**src/hw/rtl/ksmw_pkg.sv**
```systemverilog
// Shared types and constants for the knapsack max-weight block.
// Holds the microcode word, sequencer steps and the control program ROM.
// No dependencies; used by the sequencer, the datapath and the top.
package ksmw_pkg;

    // Fixed field widths
    localparam int WEIGHT_W    = 16;
    localparam int CAP_W       = 10;
    localparam int OUT_W       = 10;
    localparam int IN_TDATA_W  = 16;
    localparam int OUT_TDATA_W = 16;

    // Sequencer step addresses
    typedef enum logic [2:0] {
        ST_CLR_INIT = 3'd0,
        ST_CLR_LOOP = 3'd1,
        ST_WAIT     = 3'd2,
        ST_CHECK    = 3'd3,
        ST_WALK     = 3'd4,
        ST_DRAIN    = 3'd5,
        ST_FINISH   = 3'd6,
        ST_EMIT     = 3'd7
    } step_t;

    // Jump conditions: jump to target when true, else fall through
    typedef enum logic [2:0] {
        COND_NEXT,
        COND_NO_ACCEPT,
        COND_SKIP,
        COND_C_NONZERO,
        COND_C_ABOVE_W,
        COND_NOT_LAST,
        COND_OUT_BUSY
    } cond_t;

    // One control word
    typedef struct packed {
        logic  in_ready;
        logic  clr_we;
        logic  walk_rd;
        logic  rd_cap;
        logic  out_load;
        logic  c_load_max;
        logic  c_dec;
        cond_t cond;
        step_t target;
    } ucode_t;

    // Datapath status seen by the sequencer
    typedef struct packed {
        logic accept;
        logic skip;
        logic c_zero;
        logic c_at_w;
        logic last;
        logic out_busy;
    } stat_t;

    // Control program
    function automatic ucode_t ucode_rom(input step_t step);
        ucode_t w;
        w = '{in_ready: 1'b0, clr_we: 1'b0, walk_rd: 1'b0, rd_cap: 1'b0,
              out_load: 1'b0, c_load_max: 1'b0, c_dec: 1'b0,
              cond: COND_NEXT, target: ST_CLR_INIT};
        case (step)
            ST_CLR_INIT: begin
                w.c_load_max = 1'b1;
            end
            ST_CLR_LOOP: begin
                w.clr_we = 1'b1;
                w.c_dec  = 1'b1;
                w.cond   = COND_C_NONZERO;
                w.target = ST_CLR_LOOP;
            end
            ST_WAIT: begin
                w.in_ready = 1'b1;
                w.cond     = COND_NO_ACCEPT;
                w.target   = ST_WAIT;
            end
            ST_CHECK: begin
                w.c_load_max = 1'b1;
                w.cond       = COND_SKIP;
                w.target     = ST_FINISH;
            end
            ST_WALK: begin
                w.walk_rd = 1'b1;
                w.c_dec   = 1'b1;
                w.cond    = COND_C_ABOVE_W;
                w.target  = ST_WALK;
            end
            ST_DRAIN: begin
                w.cond = COND_NEXT;
            end
            ST_FINISH: begin
                w.rd_cap = 1'b1;
                w.cond   = COND_NOT_LAST;
                w.target = ST_WAIT;
            end
            ST_EMIT: begin
                w.out_load = 1'b1;
                w.cond     = COND_OUT_BUSY;
                w.target   = ST_FINISH;
            end
            default: begin
                w.cond = COND_NEXT;
            end
        endcase
        return w;
    endfunction

endpackage

```
**src/hw/rtl/ksmw_useq.sv**
```systemverilog
// Microcoded sequencer: step counter, control ROM and jump logic.
// Depends on ksmw_pkg.
module ksmw_useq (
    input  logic            clk,
    input  logic            rst_n,
    input  ksmw_pkg::stat_t stat,
    output ksmw_pkg::ucode_t uc
);

    ksmw_pkg::step_t pc_reg;
    ksmw_pkg::step_t pc_next;
    logic            jump;

    // Hold the step counter; reset starts the table clearing pass
    always_ff @(posedge clk or negedge rst_n)
    begin
        if (!rst_n)
        begin
            pc_reg <= ksmw_pkg::ST_CLR_INIT;
        end
        else
        begin
            pc_reg <= pc_next;
        end
    end

    // Fetch the control word and pick the next step
    always_comb
    begin
        uc = ksmw_pkg::ucode_rom(pc_reg);
        case (uc.cond)
            ksmw_pkg::COND_NEXT:      jump = 1'b0;
            ksmw_pkg::COND_NO_ACCEPT: jump = !stat.accept;
            ksmw_pkg::COND_SKIP:      jump = stat.skip;
            ksmw_pkg::COND_C_NONZERO: jump = !stat.c_zero;
            ksmw_pkg::COND_C_ABOVE_W: jump = !stat.c_at_w;
            ksmw_pkg::COND_NOT_LAST:  jump = !stat.last;
            ksmw_pkg::COND_OUT_BUSY:  jump = stat.out_busy;
            default:                  jump = 1'b0;
        endcase
        pc_next = jump ? uc.target : ksmw_pkg::step_t'(pc_reg + 3'd1);
    end

endmodule

```
**config.mk**
```make
export PLATFORM = sky130hd
export DESIGN_NAME = ksmw_useq
export DESIGN_NICKNAME = d
export VERILOG_FILES = /design/src/hw/rtl/ksmw_pkg.sv /design/src/hw/rtl/ksmw_useq.sv
export SDC_FILE = /design/constraint.sdc
export NUM_CORES = 1
export LEC_CHECK = 0
export BUFFER_PORTS_ARGS = -buffer_cell sky130_fd_sc_hd__buf_2
export CORE_AREA = 8 8 45 47
export CTS_CLUSTER_DIAMETER = 200
export CTS_CLUSTER_SIZE = 8
export DETAILED_ROUTE_END_ITERATION = 6
export DIE_AREA = 0 0 53 55
export MAX_ROUTING_LAYER = met4
export PLACE_DENSITY = 0.6
export SYNTH_ARGS = -nofsm -noshare
export SYNTH_HDL_FRONTEND = slang
export SYNTH_SLANG_ARGS = --single-unit
```
**constraint.sdc**
```tcl
create_clock -name clk -period 5.9 [get_ports clk]
set_input_delay 0.885 -clock clk [delete_from_list [all_inputs] [get_ports clk]]
set_output_delay 0.885 -clock clk [all_outputs]
set_load 0.02 [all_outputs]
```
==> flow_summary_export.csv, run 1 <==
group,metric,value,unit
place,placed_cells,83,
sta,finClkSkew,2.799,ps
synthesis,async_flop_share,100.0,%
die,floorplan.die_area,0.002915,sq mm
sta,unrepaired_setup_endpoints_after_global_routing,"false",
synthesis,synthesis.nets,64,
layout,mostFrequentLayoutCell,"sky130_fd_sc_hd__buf_2",
synthesis,post_synth_num_cell_types,23,
worst_hold_path,worst_hold_class,"in2async",
sta,maxClockFrequency,387.0,MHz
layout,flip_flop_count_of_the_largest_register_all_copies_and_words_added,3,
layout,nNetsFinal,88,
worst_setup_path,required_time_of_the_critical_path,5020,ps
detailed_routing,route.final.wire_length,990,microns
sta,finalCriticalPeriod,2584,ps
sta,worstMarginPinSlew,327.5,ps
detailed_routing,routed_via_density,4.402,
layout,area.growth.synth_to_final,34.88,%
detailed_routing,drcViolationCount,0,
synthesis,synth_area_leaders,"sky130_fd_sc_hd__ha_1 25%, sky130_fd_sc_hd__dfrtp_1 19%, sky130_fd_sc_hd__inv_1 8.3%",
detailed_routing,iteration_count_of_the_initial_detailed_routing_pass,4,
synthesis,syn_area_per_cell,8.446,sq um
sta,layout_worst_path_cycle_share,43.80,%
grt,wire_length_of_the_first_global_routing_pass,1.531,mm
layout,final_cell_mix,"20 x sky130_fd_sc_hd__buf_2, 9 x sky130_fd_sc_hd__inv_1, 8 x sky130_fd_sc_hd__ha_1, 4 x sky130_fd_sc_hd__nor2_1",
detailed_routing,route.antenna.remaining_nets,0,
worst_setup_path,cp_max_fo,8,
worst_setup_path,timing_worst_setup_path_type,"reg2out",
die,fp.dieH,55,microns
clocking,postCtsSetupBuffers,0,
clocking,cts.clk_slew.worst_paths,40,ps
detailed_routing,uppermost_metal_layer_occupied_by_signal_nets,"met3",
worst_setup_path,cp.arrival,1700,ps
clocking,clock_insertion_delay_worst_skew,230,ps
synthesis,synth_seq_area_share,18.52,%
grt,grt_overflow,0,
synthesis,synth_warn,0,
clocking,clock_buffer_depth,2,
clocking,postCtsResizedCells,0,
synthesis,seq_cells_post_synth,3,
worst_setup_path,critical_path.startpoint_type,"register",
synthesis,synth_area_leader_cell,"sky130_fd_sc_hd__ha_1",
layout,finish.cell_count_without_fillers,87,
run,max-cap-violations,0,
synthesis,number_of_standard_cells_after_synthesis,48,
worst_setup_path,crit_path_end_kind,"primary output",
die,core.rowCount,14,
clocking,cts_tree,"done",
clocking,clock-root-buffer,"sky130_fd_sc_hd__clkbuf_4",
grt,grt_pass1_vias,344,
sta,report.final.hold_viol_count,0,
detailed_routing,dr_wl_met3,138,microns
detailed_routing,drt-wirelength-per-cell,11.38,microns
grt,grt.total_usage,7.107,%
place,globalplace.congestion,0.7830,
synthesis,yosys_most_used_dff,"sky130_fd_sc_hd__dfrtp_1",
detailed_routing,route.vias.total,383,
synthesis,post_synth_instance_area,405.4,sq um
run_status,status,"complete, no violations",
sta,maxSlewViolCount,0,
sta,total_neg_setup_slack,0,ps
clocking,cts_htree_levels,1,
die,io_pins,21,
die,die_width,53,microns
clocking,cts.sinks,3,
die,initial_utilization,29.29,%
clocking,cts_hold_buffers,0,
die,core_area,0.001384,sq mm
grt,grt_max_degree,13,
layout,insertedDiodeCount,0,
layout,drive_gt1_share,40.85,%
synthesis,yosys.area.top_type_share,24.69,%
sta,setup_viol,0,
detailed_routing,met2WireLength,407,microns
detailed_routing,met1Wirelength,444,microns
grt,antenna_found_initial,0,
place,buffer_ports.inserted,20,
sta,timing.slew.headroom,78.17,%
synthesis,post_synth_edffs,0,
clocking,cts_made_buffers,3,
detailed_routing,detail_route.iter0.violations,5,
==> cells by family (layout without fill, tap and decap cells) <==
family / after synthesis / after routing / share of synthesized area [%]
multiplexers: 4 / 4 / 10.80
AO/OA/AOI/OAI: 10 / 10 / 19.14
flip-flops: 3 / 3 / 18.52
adder cells (fa/ha/maj): 8 / 8 / 24.69
AND/OR/NAND/NOR: 13 / 13 / 17.28
buffers and inverters: 10 / 33 / 9.566
==> stage by stage <==
stage | instance area (sq um) | util, % | setup slack (ps) | hold WS (ps)
5_1_grt | 546.8 | 39.51 | 3134 | 425.9
3_3_place_gp | 520.5 | 37.61 | 3566 | 682.4
6_report | 546.8 | 39.51 | 3316 | 441.6
2_1_floorplan | 405.4 | - | 3636 | 589.4
3_5_place_dp | 520.5 | 37.61 | 3522 | 682.1
4_1_cts | 546.8 | 39.51 | 3273 | 429.9
==> synth_stat cells (2+ instances only) <==
library cell,instances
sky130_fd_sc_hd__ha_1,8
sky130_fd_sc_hd__inv_1,9
sky130_fd_sc_hd__and2_1,2
sky130_fd_sc_hd__mux2_2,3
sky130_fd_sc_hd__nor2_1,4
sky130_fd_sc_hd__nor2b_1,2
sky130_fd_sc_hd__dfrtp_1,3
sky130_fd_sc_hd__or2_2,2
==> area by class of cell <==
| class | instances | area, sq um |
|---|---|---|
| Clock buffer | 4 | 26.28 |
| Sequential cell | 3 | 75.07 |
| Tap cell | 16 | 20.02 |
| Inverter | 9 | 33.78 |
| Fill cell | 156 | 837.1 |
| Timing Repair Buffer | 20 | 100.1 |
| Multi-Input combinational cell | 35 | 291.5 |
==> final timing paths <==
check | start | to | slack, ps | cells past startpoint
max | pc_reg[0] | uc[3] | 3320 | 6
max reg2reg | pc_reg[0] | pc_reg[0] | 3740 | 7
max in group asynchronous | rst_n | pc_reg[2] | 5350 | 1
min in group clk | pc_reg[0] | pc_reg[0] | 770 | 2
min | rst_n | pc_reg[0] | 440 | 1
min reg2reg | pc_reg[0] | pc_reg[0] | 770 | 2
==> critical path, cell delays in order, from the launching register on <==
cell                        delay, ps
sky130_fd_sc_hd__dfrtp_1          420
sky130_fd_sc_hd__inv_1            110
sky130_fd_sc_hd__ha_1             300
sky130_fd_sc_hd__nor2_1           130
sky130_fd_sc_hd__a2bb2oi_1        270
sky130_fd_sc_hd__inv_1             70
sky130_fd_sc_hd__buf_2            160
==> layer usage <==
layer | global-route usage, % | vias to the layer above
met4 | 3.879 | 0
met5 | - | -
met1 | 8.092 | 160
met2 | 10.55 | 20
li1 | - | 203
met3 | 2.674 | 0
Power of run 1 is left out: the tool's default activity adds up to more than one toggle a clock period on the data nets, which glitch-free logic cannot reach.
==> run 2: changes to the inputs <==
Settings changed: ABC_AREA set to 1, PLACE_DENSITY 0.6 to 0.65.
Clock period 5.9 ns to 2.4 ns, I/O delays scaled along.
==> run 2 against run 1 <==
Effect of this change:
- worst hold slack improved by 5.5 ps
- utilization increased by 6.2 points
- final cell count increased by 30%
- critical endpoint unchanged
- sequential cell count unchanged
- critical path type unchanged
- clock-buffer cell count unchanged
==> flow_summary_export.csv, run 2 <==
group,metric,value,unit
worst_setup_path,required_time_of_the_critical_path,2040,ps
synthesis,number_of_standard_cells_after_synthesis,72,
layout,mostFrequentLayoutCell,"sky130_fd_sc_hd__buf_2",
layout,flip_flop_count_of_the_largest_register_all_copies_and_words_added,3,
clocking,cts.sinks,3,
worst_setup_path,worstRegToRegCells,10,
sta,maxSlewViolCount,0,
die,core.rowCount,14,
die,initial_utilization,34.45,%
sta,finalCriticalPeriod,1965,ps
synthesis,synth_common_cells,"19 x sky130_fd_sc_hd__nand2_1, 15 x sky130_fd_sc_hd__inv_1, 8 x sky130_fd_sc_hd__ha_1",
detailed_routing,iteration_count_of_the_initial_detailed_routing_pass,4,
clocking,postCtsResizedCells,0,
die,core_area,0.001384,sq mm
place,globalplace.congestion,0.8077,
detailed_routing,route.vias.total,509,
place,buffer_ports.inserted,20,
synthesis,seq_cells_post_synth,3,
layout,final-seq-area,75.07,sq um
pwr,ir_worst_vdd,744.0,uV
clocking,postCtsSetupBuffers,0,
die,io_pins,21,
layout,multi_input_comb_area,337.8,sq um
sta,setup_viol,0,
layout,finish.cell_count_without_fillers,113,
detailed_routing,detail_route.iter0.violations,13,
worst_setup_path,reg2reg_setup_slack,600,ps
detailed_routing,routed_via_density,4.504,
synthesis,syn_area_per_cell,6.621,sq um
grt,antenna_found_initial,0,
worst_setup_path,regToRegEndpoint,"pc_reg[0]",
clocking,cts_hold_buffers,1,
worst_setup_path,cp_max_fo,6,
synthesis,synthesis.nets,88,
worst_setup_path,crit_path_end_kind,"primary output",
clocking,cts_made_buffers,3,
detailed_routing,route.final.wire_length,1.318,mm
synthesis,post_synth_edffs,0,
sta,report.final.hold_viol_count,0,
pwr,power.leakage,0.4542,nW
sta,finClkSkew,1.432,ps
clocking,cts_tree,"done",
layout,drive_gt1_share,38.14,%
sta,layout_worst_path_cycle_share,81.89,%
layout,number_of_fill_cells,146,
sta,worstMarginPinSlew,231.8,ps
detailed_routing,drcViolationCount,0,
run_status,status,"complete, no violations",
synthesis,synth_seq_area_share,15.75,%
sta,timing.slew.headroom,84.44,%
pwr,power_density,1715,mW/mm^2
worst_setup_path,reg2reg_from,"pc_reg[0]",
layout,final_cell_mix,"20 x sky130_fd_sc_hd__buf_2, 19 x sky130_fd_sc_hd__nand2_1, 15 x sky130_fd_sc_hd__inv_1, 8 x sky130_fd_sc_hd__ha_1",
grt,grt_pass1_vias,508,
worst_setup_path,critical_path.startpoint_type,"register",
die,die_width,53,microns
detailed_routing,route.antenna.remaining_nets,0,
grt,wire_length_of_the_first_global_routing_pass,2.028,mm
clocking,cts.clk_slew.worst_paths,40,ps
sta,total_neg_setup_slack,0,ps
detailed_routing,drt-wirelength-per-cell,11.66,microns
pwr,finalPower,1.086,mW
place,placed_cells,108,
run,max-cap-violations,0,
synthesis,synth_area_leaders,"sky130_fd_sc_hd__ha_1 21%, sky130_fd_sc_hd__dfrtp_1 16%, sky130_fd_sc_hd__nand2_1 15%",
grt,grt_overflow,0,
layout,insertedDiodeCount,0,
synthesis,synth_warn,0,
synthesis,post_synth_num_cell_types,17,
clocking,clock_buffer_depth,2,
sta,maxClockFrequency,508.8,MHz
worst_setup_path,timing_worst_setup_path_type,"reg2out",
clocking,clock-root-buffer,"sky130_fd_sc_hd__clkbuf_4",
die,fp.dieH,55,microns
place,dpl.hpwl,1.061,mm
sta,unrepaired_setup_endpoints_after_global_routing,"false",
grt,grt.total_usage,9.526,%
synthesis,async_flop_share,100.0,%
die,floorplan.die_area,0.002915,sq mm
synthesis,yosys_most_used_dff,"sky130_fd_sc_hd__dfrtp_1",
synthesis,post_synth_instance_area,476.7,sq um
layout,area.growth.synth_to_final,32.81,%
synthesis,synth_area_leader_cell,"sky130_fd_sc_hd__ha_1",
clocking,cts_htree_levels,1,
worst_hold_path,worst_hold_class,"in2async",
layout,nNetsFinal,114,
clocking,clock_insertion_delay_worst_skew,240,ps
synthesis,yosys.cell_count.top_type,"sky130_fd_sc_hd__nand2_1",
synthesis,yosys.area.top_type_share,21.00,%
worst_setup_path,cp.arrival,1610,ps
grt,grt_max_degree,7,
-- run 2: worst max-delay path, cell delays in order, from the launching register on --
cell	delay [ps]
sky130_fd_sc_hd__dfrtp_1	420
sky130_fd_sc_hd__inv_1	140
sky130_fd_sc_hd__ha_1	270
sky130_fd_sc_hd__o21ai_1	240
sky130_fd_sc_hd__o21ai_0	130
sky130_fd_sc_hd__buf_2	170
-- run 2: logic make-up after synthesis --
logic type / Yosys count / synth area share [%]
flops: 3 / 15.75
compound gates: 6 / 7.086
buf+inv: 17 / 13.39
simple gates: 38 / 42.78
fa+ha+maj: 8 / 21.00
-- run 2: final cells by class --
type / count / share of cell area, %
tap: 16 / 3.162
sequential: 3 / 11.86
timing repair buffer: 21 / 17.39
inverter: 17 / 10.08
clock buffer: 4 / 4.150
multi-input combinational: 52 / 53.36
-- run 2: report_power, final --
part	switching (mW)	internal [mW]
sequential	0.0403	0.0803
combinational	0.575	0.299
clock	0.0287	0.0625
-- run 2: worst max-delay path by stage --
stage,start,endpoint,slack [ps],cells past startpoint
after floorplan,pc_reg[0],pc_reg[2],570,10
after global placement,pc_reg[0],uc[3],690,5
after detailed placement,pc_reg[0],pc_reg[1],630,10
after CTS,pc_reg[0],uc[3],440,5
after global routing,pc_reg[0],uc[3],300,5
final,pc_reg[0],uc[3],430,5
-- run 2: per-layer routing --
metal	vias up	wire length, microns	GRT usage, %
met2	14	685	16.41
li1	271	-	-
met4	0	0	5.172
met1	224	559	10.06
met5	-	0	-
met3	0	73	1.872
-- run 2: metrics by stage --
| stage | setup slack (ps) | area [sq um] | hold slack (ps) | utilization [%] |
|---|---|---|---|---|
| 2_1_floorplan | 570.3 | 476.7 | 64.41 | - |
| 3_3_place_gp | 691.1 | 596.8 | 159.2 | 43.13 |
| 3_5_place_dp | 634.2 | 596.8 | 161.2 | 43.13 |
| 4_1_cts | 442.6 | 633.1 | 446.0 | 45.75 |
| 5_1_grt | 299.3 | 633.1 | 459.5 | 45.75 |
| 6_report | 434.6 | 633.1 | 447.2 | 45.75 |
Note: power is estimated with default switching activity, not from simulation.
